==> config.mk <==
export PLATFORM = sky130hd
export DESIGN_NAME = next_hop_router_core
export DESIGN_NICKNAME = d
export VERILOG_FILES = /design/src/hw/rtl/nhr_pkg.sv /design/src/hw/rtl/next_hop_router_core.sv
export VERILOG_INCLUDE_DIRS = /design/src /design/src/hw/rtl
export SDC_FILE = /design/constraint.sdc
export NUM_CORES = 1
export LEC_CHECK = 0
export ABC_AREA = 1
export ABC_CLOCK_PERIOD_IN_PS = 5300
export BUFFER_PORTS_ARGS = -buffer_cell sky130_fd_sc_hd__buf_4
export CAP_MARGIN = 0
export CELL_PAD_IN_SITES_DETAIL_PLACEMENT = 0
export CELL_PAD_IN_SITES_GLOBAL_PLACEMENT = 1
export CORE_MARGIN = 2
export CORE_UTILIZATION = 45
export CTS_CLUSTER_DIAMETER = 60
export DETAILED_ROUTE_END_ITERATION = 10
export HOLD_SLACK_MARGIN = 0.1
export PLACE_DENSITY = 0.92
export SLEW_MARGIN = 30
export SYNTH_ARGS = -nofsm -noshare
export SYNTH_HDL_FRONTEND = slang
export SYNTH_SLANG_ARGS = --single-unit
==> constraint.sdc <==
create_clock -name aclk -period 5.3 [get_ports aclk]
set_clock_uncertainty 0.15 [all_clocks]
set_input_delay 0.53 -clock aclk [delete_from_list [all_inputs] [get_ports aclk]]
set_output_delay 0.53 -clock aclk [all_outputs]
set_load 0.1 [all_outputs]
==> src/hw/rtl/next_hop_router_core_defines.svh <==
// Assertion macros for the next-hop router.
// Used by next_hop_router_core; needs aclk and aresetn in the including scope.
`ifndef NEXT_HOP_ROUTER_CORE_DEFINES_SVH
`define NEXT_HOP_ROUTER_CORE_DEFINES_SVH

// Same-cycle implication, off while in reset.
`define NHR_ASSERT_NOW(lbl, ante, cons) \
    lbl: assert property (@(posedge aclk) disable iff (!aresetn) (ante) |-> (cons)) \
        else $error("next_hop_router_core: check failed");

// Next-cycle implication, off while in reset.
`define NHR_ASSERT_NEXT(lbl, ante, cons) \
    lbl: assert property (@(posedge aclk) disable iff (!aresetn) (ante) |=> (cons)) \
        else $error("next_hop_router_core: check failed");

`endif

==> src/hw/rtl/nhr_pkg.sv <==
// Shared constants and types for the next-hop router.
// No dependencies.
`default_nettype none
package nhr_pkg;

    // configuration register indexes
    localparam logic [2:0] REG_NODE_ID    = 3'd0;
    localparam logic [2:0] REG_TOPO_MODE  = 3'd1;
    localparam logic [2:0] REG_NB_COUNT   = 3'd2;
    localparam logic [2:0] REG_NB_A       = 3'd3;
    localparam logic [2:0] REG_NB_B       = 3'd4;
    localparam logic [2:0] REG_NB_C       = 3'd5;
    localparam logic [2:0] REG_NB_D       = 3'd6;

    // result actions
    localparam logic [1:0] ACT_FORWARD = 2'd0;
    localparam logic [1:0] ACT_RUN     = 2'd1;
    localparam logic [1:0] ACT_STOP    = 2'd2;

    localparam logic       TOPO_HCUBE  = 1'b0;
    localparam logic       TOPO_TORUS  = 1'b1;

    localparam int         NB_REGS     = 4;
    localparam logic [4:0] HOP_SCHED   = 5'h1F;   // -1, the scheduler

    // neighbor entry: vld low means the register holds a negative id
    typedef struct packed {
        logic       vld;
        logic [3:0] id;
    } nhr_nb_t;

endpackage
`default_nettype wire

==> src/hw/rtl/next_hop_router_core.sv <==
// Pipeline: 2 register stages (input, result); the result stage loads from the input stage when the output is free.
// Throughput: one word per cycle while m_tready is not held low; ready is backpressured through both stages.
// The hop decision is a 4-entry compare against the configured neighbor list.
// Reset (aresetn low, synchronous): pipeline emptied, node_id 0, hypercube rules,
// one neighbor listed, all neighbor ids -1.
// Depends on nhr_pkg and next_hop_router_core_defines.svh.
`default_nettype none
`include "next_hop_router_core_defines.svh"

module next_hop_router_core
    import nhr_pkg::*;
#(
    parameter int MAX_NEIGHBORS = 4,
    parameter int ROW_WIDTH     = 4,
    parameter int NODE_COUNT    = 16
) (
    input  wire logic       aclk,
    input  wire logic       aresetn,

    input  wire logic       cfg_we,
    input  wire logic [2:0] cfg_addr,
    input  wire logic [4:0] cfg_wdata,

    input  wire logic       s_tvalid,
    output      logic       s_tready,
    input  wire logic [7:0] s_tdata,    // [4:0] destination, [5] finish_flag, [7:6] zero
    input  wire logic       s_tuser,    // [0] func

    output      logic       m_tvalid,
    input  wire logic       m_tready,
    output      logic [7:0] m_tdata     // [1:0] action, [6:2] next_hop, [7] zero
);

    localparam logic [3:0] MaxNb     = 4'((MAX_NEIGHBORS < NB_REGS) ? MAX_NEIGHBORS : NB_REGS);
    localparam logic [6:0] NodeCnt   = 7'(NODE_COUNT);
    localparam logic [2:0] LastCol   = 3'(ROW_WIDTH - 1);

    // configuration
    logic [3:0] node_id_reg;
    logic       topo_reg;
    logic [2:0] nb_count_reg;
    logic [4:0] nb_reg [NB_REGS];

    // pipeline
    logic       in_vld_reg;
    logic       func_reg;
    logic [4:0] dst_reg;
    logic       fin_reg;
    logic       out_vld_reg;
    logic [1:0] act_reg;
    logic [4:0] hop_reg;

    logic       out_ready;
    logic       in_ready;
    logic [1:0] act_next;
    logic [4:0] hop_next;

    // column of each 4-bit id, worked out at elaboration
    logic [2:0] col_lut [16];

    for (genvar g = 0; g < 16; g++) begin : g_col
        assign col_lut[g] = 3'(g % ROW_WIDTH);
    end

    always_ff @(posedge aclk) begin
        if (!aresetn) begin
            node_id_reg  <= 4'd0;
            topo_reg     <= TOPO_HCUBE;
            nb_count_reg <= 3'd1;
            for (int i = 0; i < NB_REGS; i++) begin
                nb_reg[i] <= HOP_SCHED;
            end
        end else if (cfg_we) begin
            case (cfg_addr)
                REG_NODE_ID:   node_id_reg  <= cfg_wdata[3:0];
                REG_TOPO_MODE: topo_reg     <= cfg_wdata[0];
                REG_NB_COUNT:  nb_count_reg <= cfg_wdata[2:0];
                REG_NB_A:      nb_reg[0]    <= cfg_wdata;
                REG_NB_B:      nb_reg[1]    <= cfg_wdata;
                REG_NB_C:      nb_reg[2]    <= cfg_wdata;
                REG_NB_D:      nb_reg[3]    <= cfg_wdata;
                default: ;
            endcase
        end
    end

    assign out_ready = !out_vld_reg || m_tready;
    assign in_ready  = !in_vld_reg || out_ready;
    assign s_tready  = in_ready;

    always_ff @(posedge aclk) begin
        if (!aresetn) begin
            in_vld_reg  <= 1'b0;
            out_vld_reg <= 1'b0;
        end else begin
            if (in_ready) begin
                in_vld_reg <= s_tvalid;
            end
            if (out_ready) begin
                out_vld_reg <= in_vld_reg;
            end
        end
    end

    always_ff @(posedge aclk) begin
        if (in_ready && s_tvalid) begin
            func_reg <= s_tuser;
            dst_reg  <= s_tdata[4:0];
            fin_reg  <= s_tdata[5];
        end
        if (out_ready && in_vld_reg) begin
            act_reg <= act_next;
            hop_reg <= hop_next;
        end
    end

    // hop decision
    always_comb begin
        nhr_nb_t    nb [NB_REGS];
        logic [3:0] listed;
        logic       any_bad;
        logic       any_ok;
        logic [3:0] min_id;
        logic [4:0] lowest;
        logic       dst_vld;
        logic [3:0] dst_id;
        logic       exact;
        logic       col_hit;
        logic [3:0] col_id;
        logic       less_hit;
        logic [3:0] less_id;
        logic       up_hit;
        logic [3:0] up_id;
        logic [4:0] right_hop;

        dst_vld  = !dst_reg[4];
        dst_id   = dst_reg[3:0];
        any_bad  = 1'b0;
        any_ok   = 1'b0;
        min_id   = 4'd0;
        exact    = 1'b0;
        col_hit  = 1'b0;
        col_id   = 4'd0;
        less_hit = 1'b0;
        less_id  = 4'd0;
        up_hit   = 1'b0;
        up_id    = 4'd0;

        for (int i = 0; i < NB_REGS; i++) begin
            nb[i].vld = !nb_reg[i][4];
            nb[i].id  = nb_reg[i][3:0];
            listed[i] = (4'(i) < {1'b0, nb_count_reg}) && (4'(i) < MaxNb);
            if (listed[i]) begin
                if (!nb[i].vld) begin
                    any_bad = 1'b1;
                end else begin
                    if (!any_ok || nb[i].id < min_id) begin
                        min_id = nb[i].id;
                    end
                    any_ok = 1'b1;
                    if (nb[i].id == dst_id) begin
                        exact = 1'b1;
                    end
                    if (col_lut[nb[i].id] == col_lut[dst_id]) begin
                        col_hit = 1'b1;
                        col_id  = nb[i].id;
                    end
                    if (nb[i].id < dst_id) begin
                        less_hit = 1'b1;
                        less_id  = nb[i].id;
                    end
                    if (col_lut[nb[i].id] == 3'd0 && nb[i].id < node_id_reg) begin
                        up_hit = 1'b1;
                        up_id  = nb[i].id;
                    end
                end
            end
        end

        lowest = (any_bad || !any_ok) ? HOP_SCHED : {1'b0, min_id};

        // right-hand neighbor, wrapping to the row start
        if (col_lut[node_id_reg] == LastCol || 7'(node_id_reg) + 7'd1 >= NodeCnt) begin
            right_hop = 5'({1'b0, node_id_reg} - {2'b0, col_lut[node_id_reg]});
        end else begin
            right_hop = {1'b0, node_id_reg} + 5'd1;
        end

        act_next = ACT_FORWARD;
        hop_next = 5'd0;
        if (func_reg) begin
            hop_next = lowest;
        end else if (dst_vld && dst_id == node_id_reg) begin
            act_next = fin_reg ? ACT_STOP : ACT_RUN;
        end else if (dst_vld) begin
            if (exact) begin
                hop_next = {1'b0, dst_id};
            end else if (topo_reg == TOPO_TORUS) begin
                hop_next = col_hit ? {1'b0, col_id} : right_hop;
            end else begin
                hop_next = less_hit ? {1'b0, less_id} : 5'd0;
            end
        end else begin
            if (topo_reg == TOPO_TORUS) begin
                // a listed -1 matches the scheduler destination exactly
                if (any_bad || node_id_reg == 4'd0) begin
                    hop_next = HOP_SCHED;
                end else if (up_hit) begin
                    hop_next = {1'b0, up_id};
                end else begin
                    hop_next = {1'b0, node_id_reg} - 5'd1;
                end
            end else begin
                hop_next = lowest;
            end
        end
    end

    assign m_tvalid = out_vld_reg;
    assign m_tdata  = {1'b0, hop_reg, act_reg};

    `NHR_ASSERT_NOW(a_act_code, m_tvalid,
        act_reg == ACT_FORWARD || act_reg == ACT_RUN || act_reg == ACT_STOP)
    `NHR_ASSERT_NOW(a_local_hop_zero, m_tvalid && act_reg != ACT_FORWARD, hop_reg == 5'd0)
    `NHR_ASSERT_NEXT(a_in_hold, in_vld_reg && !out_ready,
        in_vld_reg && $stable(dst_reg) && $stable(func_reg) && $stable(fin_reg))
    `NHR_ASSERT_NOW(a_out_source, $rose(out_vld_reg), $past(in_vld_reg))

endmodule
`default_nettype wire
After elaboration in Yosys (flattened, before gate mapping):

Memories as Yosys holds them, arrays and structs flattened.
Index checks and enable logic that the tools add are counted.

* add/subtract/negate cells: 4
* $mul: 0
* divide/modulo/power cells: 0
* magnitude comparators: 22
* equality and inequality tests: 16
* shifts and indexed selects: 0
* muxes and demuxes: 157
* bitwise logic cells: 11
* reduce and logical (&&, ||, !) cells: 32

Operator list (number)
* $mux W4: 48
* $mux W1: 81
* $mux W5: 15
* $lt A4 B4 Y1: 11
* $mux W3: 12
* $ge A5 B5 Y1 const B: 7
* $not A4 Y5: 6
* $eq A4 B4 Y1: 5
* $logic_not A3 Y1: 5
* $eq A3 B3 Y1: 4
* $add A4 B1 Y5 const B: 2
* $eq A3 B2 Y1 const B: 3
* $eq A3 B3 Y1 const B: 3
* $logic_or A1 B1 Y1: 8
* $logic_and A1 B1 Y1: 7
* $logic_not A1 Y1: 7
* $lt A1 B3 Y1 const A: 2
* $lt A2 B3 Y1 const A: 2
* $reduce_and A2 Y1: 3
* $sub A4 B1 Y5 const B: 1
* $sub A4 B3 Y5: 1
* $logic_not A4 Y1: 1
* $or A1 B1 Y1: 4
* $eq A3 B1 Y1 const B: 1
* 3 further kinds: 3

* bits in registers: 24
* latch bits: 0
* memory bits (writable): 20
* bits in read-only memories: 288
* input bits: 22
* output and inout bits: 10
* logic and storage cells: 259
* memories: 7

Memories
* (name not given): depth 16, width 3, rd ports 1, clocked after memory_dff 0, write ports 0, RTL line next_hop_router_core.sv:184 `right_hop = 5'({1'b0, node_id_reg} - {2'b0, col_lut[node_id_reg]});`
* (name not given): depth 16, width 3, rd ports 1, clocked after memory_dff 0, write ports 0, RTL line next_hop_router_core.sv:172 `if (col_lut[nb[i].id] == 3'd0 && nb[i].id < node_id_reg) begin`
* (name not given): depth 16, width 3, rd ports 1, clocked after memory_dff 0, write ports 0, RTL line next_hop_router_core.sv:164 `if (col_lut[nb[i].id] == col_lut[dst_id]) begin`
* (name not given): depth 16, width 3, rd ports 1, clocked after memory_dff 0, write ports 0, RTL line next_hop_router_core.sv:172
* (name not given): depth 16, width 3, rd ports 1, clocked after memory_dff 0, write ports 0, RTL line next_hop_router_core.sv:172
* (name not given): depth 16, width 3, rd ports 1, clocked after memory_dff 0, write ports 0, RTL line next_hop_router_core.sv:172
* 1 more memories

Longest topological paths before layout:

Gate-level depths: netlist (run 1).
An unclocked memory read counts as a cell.

* depth in word-level cells: 25
* gate-level depth with buffers: 40
* gate-level depth less buffers: 40

Worst setup path after synthesis (run 1):

Ideal clock, no wire load.

* path type: reg-to-reg
* from: register nb_count_reg[2]
* to: register hop_reg[1], data pin
* setup time: 252 ps
* arrival time: 3807 ps
* data required time: 4898 ps
* path slack: 1090 ps
* stages on the path, launching flop included: 35
* buffers on the path: 0
* clock period less this slack: 4210 ps
* cell sequence: dfxtp_1 nor2_4 nand2_4 inv_1 nor2_2 inv_1 nor2_1 inv_1 ha_1 nand2_1 nand2_1 nand2_1 nand2_1 nand2_2 nand2_4 o21ai_0 inv_1 ha_1 a21oi_1 nand2_1 nand2_2 nand2_4 o21ai_0 inv_1 ha_1 a21oi_1 nand2_2 nand2_4 nand2_4 nand2_2 nand4_1 nand2_1 nand2_1 nand2_1 nand2_1

* longest elaborated chain between the ends: 22
* elaborated cells between the ends (all ways): 121
* classes of those cells: 7 x order compare; 105 x mux; 9 x reduce/logical

RTL lines
* start: declaration: RTL line next_hop_router_core.sv:41 `logic [2:0] nb_count_reg;`
* start signal: assignment: RTL line next_hop_router_core.sv:77 `REG_NB_COUNT: nb_count_reg <= cfg_wdata[2:0];`
* $lt A1 B3 Y1: RTL line next_hop_router_core.sv:152 `listed[i] = (4'(i) < {1'b0, nb_count_reg}) && (4'(i) < MaxNb);`
* $mux W4 or $mux W1 (tied branches): RTL line next_hop_router_core.sv:153 `if (listed[i]) begin`
* $lt A4 B4 Y1 or $logic_not A1 Y1 (tied branches): RTL line next_hop_router_core.sv:157 `if (!any_ok || nb[i].id < min_id) begin`
* $logic_or A1 B1 Y1: RTL line next_hop_router_core.sv:157
* $mux W4: RTL line next_hop_router_core.sv:157
* $mux W4: RTL line next_hop_router_core.sv:154 `if (!nb[i].vld) begin`
* $mux W4: RTL line next_hop_router_core.sv:153
* $lt A4 B4 Y1: RTL line next_hop_router_core.sv:157
* [... 7 more ...]
* $mux W4: RTL line next_hop_router_core.sv:154
* $mux W4: RTL line next_hop_router_core.sv:153
* $mux W5: RTL line next_hop_router_core.sv:180 `lowest = (any_bad || !any_ok) ? HOP_SCHED : {1'b0, min_id};`
* $mux W5: RTL line next_hop_router_core.sv:204 `if (topo_reg == TOPO_TORUS) begin`
* $mux W5: RTL line next_hop_router_core.sv:195 `end else if (dst_vld) begin`
* $mux W5: RTL line next_hop_router_core.sv:193 `end else if (dst_vld && dst_id == node_id_reg) begin`
* $mux W5 *: RTL line next_hop_router_core.sv:191 `if (func_reg) begin`
* named net hop_next[1]: RTL line next_hop_router_core.sv:56 `logic [4:0] hop_next;`
* end signal: assignment: RTL line next_hop_router_core.sv:113 `hop_reg <= hop_next;`
* end: declaration: RTL line next_hop_router_core.sv:51 `logic [4:0] hop_reg;`

The timed path passes the listed nets; every way through them passes the cells marked *.
A chain may end at the register's enable or synchronous reset.

Worst setup path after layout (run 1):

* from: register nb_count_reg[2]
* to: register hop_reg[2], data pin

Same word-level chain as after synthesis.

==> results of run 1 <==
[layer usage]
layer / up-vias / track usage, % / part of all wire [%]
met3: 12 / 4.51 / 6.1
li1: 1749 / - / -
met4: 0 / 7.25 / 1.4
met2: 101 / 38.6 / 48
met5: - / 0 / 0
met1: 1525 / 30.0 / 45
[power groups by stage]
stage,sequential (W),clock (W),combinational [W]
after floorplan,0.000442,0,0.000167
after global placement,0.000427,0,0.000245
after detailed placement,0.000428,0,0.000253
after CTS,0.000420,0.000272,0.000254
after global routing,0.000423,0.000282,0.000291
final,0.000420,0.000271,0.000254
[worst min-delay path by stage]
stage,startpoint,end,slack [ps]
3_5_place_dp,in_vld_reg,m_tvalid,330
4_1_cts,s_tdata[4],dst_reg[4],230
6_report,s_tdata[4],dst_reg[4],240
3_3_place_gp,in_vld_reg,m_tvalid,310
5_1_grt,s_tdata[3],dst_reg[3],230
2_1_floorplan,in_vld_reg,m_tvalid,300
[stage by stage]
step,instance area (um^2),power [W],setup slack [ps],hold WS (ps)
3_5_place_dp,4070,0.000681,612,327
6_report,4190,0.000946,584,236
2_1_floorplan,3740,0.000609,1090,301
5_1_grt,4190,0.000995,64.4,227
3_3_place_gp,4070,0.000672,706,311
4_1_cts,4190,0.000946,558,232
[logic make-up after synthesis]
family | Yosys count
and+or+nand+nor | 194
xor gates and xnor gates | 5
adders and majority gates | 41
other | 1
buffers and inverters | 100
DFF | 44
AOI/OAI and AO/OA | 112
[worst max-delay path: cells and delay by family, from the launching register on]
kind	cells	cell delay [ps]
AOI/OAI and AO/OA	4	870
adders and majority gates	3	860
buffers and inverters	5	380
and+or+nand+nor	22	1750
DFF	1	470
[placed cells by master, fill, tap and decap left out, types with 3 or more instances in the layout]
cell        n
o221ai_1    4
dfxtp_1    10
inv_1      90
o21a_1      3
o21bai_1    3
a311oi_1    3
nand2_2     7
nand3_2     3
buf_4      29
clkbuf_8    5
a21oi_1    38
edfxtp_1   34
nand3_1    24
xor2_1      5
nand2_4     7
nor3_1      6
o22ai_1     5
ha_1       41
o211ai_1    9
nand4_1     7
o21ai_0    34
nand2_1   103
nor2_1     29
[layout make-up]
class	instances	area, um^2	area share, %
Timing Repair Buffer	29	218	5.20
Multi-Input combinational cell	353	2140	51.2
Sequential cell	44	1220	29.2
Clock inverter	3	47.5	1.14
Tap cell	105	131	3.14
Clock buffer	5	68.8	1.64
Inverter	95	358	8.55
[what timing repair did]
action                                  in CTS  in global routing
gates resized for setup                      0                  1
hold buffers                                 0                  0
endpoints found under the setup margin       0                  1
endpoints found under the hold margin        0                  0
==> results.toml, run 1 <==
[power]
power_density_nw_per_um2 = 226
internal_power_w = 0.000623
ir_drop_v = 0.000173
leakage_nw = 1.94
switching_share_pct = 34.1
p_comb_share_pct = 26.9
p_switching_w = 0.000322
power.share.clock_pct = 28.6
p_seq_share_pct = 44.5

[yosys]
mappedNetlistArea_um2 = 3740
yosys.area_share.simple_pct = 24.3
yosysSeqAreaShare_pct = 32.6
ys_ff_latch = 44
yosys-top-cells-count = "103 x nand2_1, 90 x inv_1, 41 x ha_1, 38 x a21oi_1, 35 x o21ai_0"
synth.avg_cell_area_um2 = 7.53
synth_area_leader_cell = "edfxtp_1"
synth.top_cell.area_share_pct = 27.3
synth_xor_area_share_pct = 1.17
synth_compound_area_share_pct = 18.0
syn_inst = 497
ys.flop_type = "edfxtp_1"
synthMuxAreaShare_pct = 0
synth-edff-count = 34
synth_warnings = 0
synthArstFlopShare_pct = 0
synth_cell_types = 42
synth_area_leaders = "edfxtp_1 27%, ha_1 14%, nand2_1 10%"
synth_top_family_by_area = "simple AND/OR/NAND/NOR gates"
yosysMostFrequentCell = "nand2_1"
yosys.area_share.adder_pct = 13.7
syn-num-nets = 560

[final_layout]
area.growth.synth_to_final_pct = 11.8
fill_cells = 773
diodes = 0
final_layout_size_suffix_gt1_share_pct = 11.9
finish.utilization_pct = 51.5
finalNonFillerCells = 634
layout.nets = 591
largest_reg_flops = 20

[global_routing]
grt_pass1_wl_um = 15900
grt_usage_pct = 23.1
grt_pass1_vias = 3274
grt_overflow = 0
antenna_found_initial = 0
grt_max_degree = 16

[placed_design]
place_inst = 626
numPortBuffers = 28
dp_hpwl_um = 7980
gp_congestion = 0.913

[critical_path]
worstSetupEndpointType = "flip-flop"
reg2reg_from = "nb_count_reg[2]"
r2r_cells = 34
required_ps = 5230
crit_end = "hop_reg[2]"
cp_slowest_cell = "dfxtp_1"
cp_max_fo = 7
crit_path_start_kind = "flip-flop"
regToRegSetupSlack_ps = 580
crit_start = "nb_count_reg[2]"
r2r_end = "hop_reg[2]"
arrival_ps = 4640
cp_common_cell = "nand2_1"
max_stage_delay_ps = 470
critPathKind = "flip-flop to flip-flop"

[clock_network]
cts_root_buf = "clkbuf_8"
cts_setup_buffers = 0
cts.sinks = 44
numCtsBuffers = 5
clkLatencyLatePin_ps = 310
cts_buffer_depth = 2
clkTransAtPathRegs_ps = 90
cts_tree = "yes"
htreeDepth = 2

[die]
rows = 33
die_x_um = 95.2
dieArea_um2 = 9060
initial_core_util_pct = 46.0
core_area_um2 = 8130
ios = 32
chipHeight_um = 95.2

[outcome]
status = "completed"

[routing]
dr.pass1.iters = 6
dr.first_iter.drc_count = 247
viasPerCell = 5.34
num_vias = 3387
wirelength_um = 9710
avgRoutedWirePerCell_um = 15.3
ant_nets = 0
drc = 0

[timing]
hold_viol = 0
final.min_clock_period_ps = 4720
worst_pin_slew_ps = 811
max_freq_mhz = 212
tns_ps = 0
finalSetupViolations = 0
drv_slew = 0
relSlewSlack_pct = 45.9
fin_crit_sh_pct = 89.0
rsz0062_at_grt = "no"

[worst_hold_path]
min_path_cells = 1
min-delay-path-class = "primary input to flip-flop"

[job]
maxCapViolCount = 0
(Power assumes the default switching activity.)
==> run 2, diff against run 1 <==
--- a/config.mk
+++ b/config.mk
@@ -12,6 +12,7 @@
 export CAP_MARGIN = 0
 export CELL_PAD_IN_SITES_DETAIL_PLACEMENT = 0
 export CELL_PAD_IN_SITES_GLOBAL_PLACEMENT = 1
+export CORE_ASPECT_RATIO = 1.75
 export CORE_MARGIN = 2
 export CORE_UTILIZATION = 45
 export CTS_CLUSTER_DIAMETER = 60
==> results.toml, run 2 (synthesized netlist as in run 1, its figures left out) <==
[outcome]
status = "completed"

[power]
power_density_nw_per_um2 = 244
leakage_nw = 1.95
ir_drop_v = 0.000242

[global_routing]
grt_overflow = 0
grt_max_degree = 16
use_met1_pct = 24.9
met3_usage_pct = 3.07
antenna_found_initial = 0
top_usage_layer = "met2"
grt_pass1_wl_um = 16400
grt_usage_pct = 23.5
grt_pass1_vias = 3452
grt_use_met2_pct = 42.9

[timing]
hold_ws_ps = 268
drv_slew = 0
worst_pin_slew_ps = 723
tns_ps = 0
relSlewSlack_pct = 51.8
max_freq_mhz = 207
rsz0062_at_grt = "no"
finalSetupViolations = 0
final.min_clock_period_ps = 4840
hold_viol = 0
setup_ws_ps = 463
fin_crit_sh_pct = 91.3

[critical_path]
max_stage_delay_ps = 440
cp_slowest_cell = "dfxtp_1"
cp_common_cell = "nand2_1"
crit_path_start_kind = "flip-flop"
arrival_ps = 4730
required_ps = 5190
cp_max_fo = 7
critPathKind = "flip-flop to flip-flop"
worstSetupEndpointType = "flip-flop"

[routing]
wirelength_um = 10000
dr.pass1.iters = 5
num_vias = 3439
ant_nets = 0
viasPerCell = 5.55
avgRoutedWirePerCell_um = 16.2
dr.first_iter.drc_count = 224
drc = 0

[clock_network]
numCtsBuffers = 5
cts_buffer_depth = 2
cts.sinks = 44
htreeDepth = 2
clkTransAtPathRegs_ps = 60
cts_root_buf = "clkbuf_16"
clkLatencyLatePin_ps = 280
cts_tree = "yes"

[final_layout]
finalNonFillerCells = 620
diodes = 0
layout.nets = 590
postLayoutCellArea_um2 = 4220
largest_reg_flops = 20
area.growth.synth_to_final_pct = 12.7
final_common_cell = "nand2_1"
layout_common_cells = "103 x nand2_1, 90 x inv_1, 41 x ha_1"
final_layout_size_suffix_gt1_share_pct = 11.7

[die]
rows = 44
initial_core_util_pct = 45.6
die_x_um = 72.9
core_area_um2 = 8200
dieArea_um2 = 9090
ios = 32
chipHeight_um = 125

[placed_design]
dpl-instance-area_um2 = 4050
numPortBuffers = 28
dp_hpwl_um = 8240
place_ws_ps = 353
gp_congestion = 0.918
place_inst = 612

[worst_hold_path]
min-delay-path-class = "primary input to flip-flop"

[job]
maxCapViolCount = 0
run 2: worst paths after layout:
path                                      start         end  slack [ps]  cells after the start
worst max-delay path            nb_count_reg[2]  hop_reg[0]         460                     34
worst min-delay path                 s_tdata[2]  dst_reg[2]         270                      1
worst max register to register  nb_count_reg[2]  hop_reg[0]         460                     34
worst min register to register       in_vld_reg    m_tvalid         330                      2
run 2: critical path: cells and delay by family (launching register included):
family | cells | cell delay, ps
buffers and inverters | 6 | 450
AO/OA/AOI/OAI | 4 | 850
AND/OR/NAND/NOR | 21 | 1850
flip-flops | 1 | 440
adder cells (fa/ha/maj) | 3 | 870
run 2: what timing repair did:
item                                    in CTS  in global routing
setup buffers                                0                  0
hold buffers                                 0                  0
hold endpoints to repair                     0                  0
endpoints found under the setup margin       0                  4
gates resized for setup                      0                  3
run 2: report_power, final:
group	total, W	internal, W	switching [W]	leakage, nW
Clock	0.000353	0.000224	0.000129	0.0804
Combinational	0.000256	0.0000870	0.000169	1.46
Sequential	0.000420	0.000394	0.0000259	0.414
run 2: cell type report:
cell class | count | area, um^2
clock buffers | 5 | 125
clock inverters | 3 | 46.3
fillers | 816 | 3990
inverters | 95 | 358
multi-input cells | 353 | 2140
flip-flops and latches | 44 | 1220
well taps | 92 | 115
repair buffers | 28 | 210
run 2: metal layers:
metal	wire length [um]	part of all wire, %
met1	3650	36
met5	0	0
met4	502	5.0
met2	5570	56
met3	303	3.0
run 2: metrics by stage:
step / util (%) / total power (W)
4_1_cts: 51.4 / 0.00103
3_5_place_dp: 49.3 / 0.000681
6_report: 51.4 / 0.00103
2_1_floorplan: - / 0.000609
3_3_place_gp: 49.3 / 0.000675
5_1_grt: 51.4 / 0.00108
==> run 3, diff against run 2 <==
--- a/config.mk
+++ b/config.mk
@@ -14,11 +14,14 @@
 export CELL_PAD_IN_SITES_GLOBAL_PLACEMENT = 1
 export CORE_ASPECT_RATIO = 1.75
 export CORE_MARGIN = 2
-export CORE_UTILIZATION = 45
+export CORE_UTILIZATION = 46
+export CTS_BUF_LIST = sky130_fd_sc_hd__clkbuf_2 sky130_fd_sc_hd__clkbuf_4 sky130_fd_sc_hd__clkbuf_8
 export CTS_CLUSTER_DIAMETER = 60
 export DETAILED_ROUTE_END_ITERATION = 10
 export HOLD_SLACK_MARGIN = 0.1
-export PLACE_DENSITY = 0.92
+export MAX_ROUTING_LAYER = met4
+export PLACE_DENSITY = 0.94
+export RECOVER_POWER = 25
 export SLEW_MARGIN = 30
 export SYNTH_ARGS = -nofsm -noshare
 export SYNTH_HDL_FRONTEND = slang
==> results.toml, run 3 (synthesized netlist as in run 1, its figures left out) <==
[die]
ios = 32
initial_core_util_pct = 47.3
core_area_um2 = 7910
rows = 43
die_x_um = 72.2
dieArea_um2 = 8900
chipHeight_um = 123

[global_routing]
antenna_found_initial = 0
grt_overflow = 0
grt_max_degree = 16
grt_pass1_vias = 3482
grt_usage_pct = 24.6
grt_pass1_wl_um = 16100

[critical_path]
cp_common_cell = "nand2_1"
crit_end = "hop_reg[2]"
arrival_ps = 4630
required_ps = 5220
reg2reg_from = "nb_count_reg[2]"
critPathKind = "flip-flop to flip-flop"
r2r_cells = 34
worstSetupEndpointType = "flip-flop"
regToRegSetupSlack_ps = 590
cp_max_fo = 7
max_stage_delay_ps = 430
r2r_end = "hop_reg[2]"
crit_start = "nb_count_reg[2]"
crit_path_start_kind = "flip-flop"
cp_slowest_cell = "dfxtp_1"

[routing]
dr.first_iter.drc_count = 131
dr.pass1.iters = 4
wirelength_um = 10000
drc = 0
avgRoutedWirePerCell_um = 16.2
viasPerCell = 5.55
num_vias = 3427
ant_nets = 0

[power]
power.share.clock_pct = 27.9
internal_power_w = 0.000623
p_comb_share_pct = 27.4
switching_share_pct = 33.6
power_density_nw_per_um2 = 226
ir_drop_v = 0.000194
leakage_nw = 1.93
p_seq_share_pct = 44.7
p_switching_w = 0.000315

[timing]
fin_crit_sh_pct = 88.9
max_freq_mhz = 212
worst_pin_slew_ps = 759
finalSetupViolations = 0
drv_slew = 0
relSlewSlack_pct = 49.4
rsz0062_at_grt = "no"
final.min_clock_period_ps = 4710
tns_ps = 0
hold_viol = 0

[clock_network]
cts.sinks = 44
clkLatencyLatePin_ps = 300
cts_root_buf = "clkbuf_8"
htreeDepth = 2
cts_tree = "yes"
cts_buffer_depth = 2
cts_setup_buffers = 0
cts_hold_buf = 0
clkTransAtPathRegs_ps = 90
numCtsBuffers = 5

[placed_design]
dpl-instance-area_um2 = 4040
gp_congestion = 0.948
numPortBuffers = 28
dp_hpwl_um = 8320

[worst_hold_path]
min-delay-path-class = "primary input to flip-flop"

[final_layout]
layout.nets = 590
largest_reg_flops = 20
area.growth.synth_to_final_pct = 11.1
final_common_cell = "nand2_1"
layout_common_cells = "103 x nand2_1, 90 x inv_1, 41 x ha_1"
diodes = 0
final_layout_size_suffix_gt1_share_pct = 11.6
postLayoutCellArea_um2 = 4160

[outcome]
status = "completed"

[job]
maxCapViolCount = 0
run 3: changes by cell type in the layout (fill, tap and decap cells not counted):
cell and change:
inv_4 +1, nor2_2 -1, buf_4 -8, clkbuf_16 -5
clkbuf_1 +1, clkinvlp_4 -1, clkbuf_4 +7, nor2_4 +1
clkbuf_8 +5
run 3: layout make-up:
type | instances | area (um^2)
timing repair buffer | 28 | 206
inverter | 95 | 358
fill | 788 | 3750
sequential | 44 | 1220
tap | 90 | 113
clock inverter | 3 | 45.0
multi-input combinational | 353 | 2150
clock buffer | 5 | 68.8
run 3: timing repair:
item	4_1_cts	5_1_grt
hold endpoints to repair	0	0
setup endpoints to repair	0	4
gates resized for setup	0	4
run 3: worst max-delay path: cells and delay by family (launching register included):
family	cells	cell delay, ps
and+or+nand+nor	21	1740
adders and majority gates	3	870
AOI/OAI and AO/OA	4	850
buffers and inverters	6	450
DFF	1	430
run 3: worst min-delay path by stage:
| stage | startpoint | endpoint | cells after the start |
|---|---|---|---|
| 5_1_grt | s_tuser | func_reg | 1 |
| 3_3_place_gp | in_vld_reg | m_tvalid | 2 |
| 6_report | s_tuser | func_reg | 1 |
| 2_1_floorplan | in_vld_reg | m_tvalid | 2 |
| 3_5_place_dp | in_vld_reg | m_tvalid | 2 |
| 4_1_cts | s_tuser | func_reg | 1 |
run 3: per-layer routing:
metal / track usage (%) / routed length, um
met4: 15.2 / 512
met2: 46.0 / 5630
met1: 23.6 / 3620
met5: - / 0
met3: 2.36 / 245
run 3: metrics by stage:
step / hold slack, ps / utilization (%) / setup slack (ps) / total power [W] / std cells
floorplan: 301 / - / 1090 / 0.000609 / 497
global placement: 309 / 51.1 / 432 / 0.000674 / 610
detailed placement: 326 / 51.1 / 378 / 0.000683 / 610
CTS: 234 / 52.6 / 358 / 0.000941 / 618
global route: 259 / 52.6 / 55.5 / 0.000987 / 618
finish: 269 / 52.6 / 589 / 0.000938 / 618
run 3: power by group through the flow:
| stage | combinational, W | clock [W] | sequential, W |
|---|---|---|---|
| after floorplan | 0.000167 | 0 | 0.000442 |
| after global placement | 0.000248 | 0 | 0.000426 |
| after detailed placement | 0.000256 | 0 | 0.000427 |
| after CTS | 0.000257 | 0.000265 | 0.000419 |
| after global routing | 0.000290 | 0.000275 | 0.000422 |
| final | 0.000257 | 0.000261 | 0.000420 |
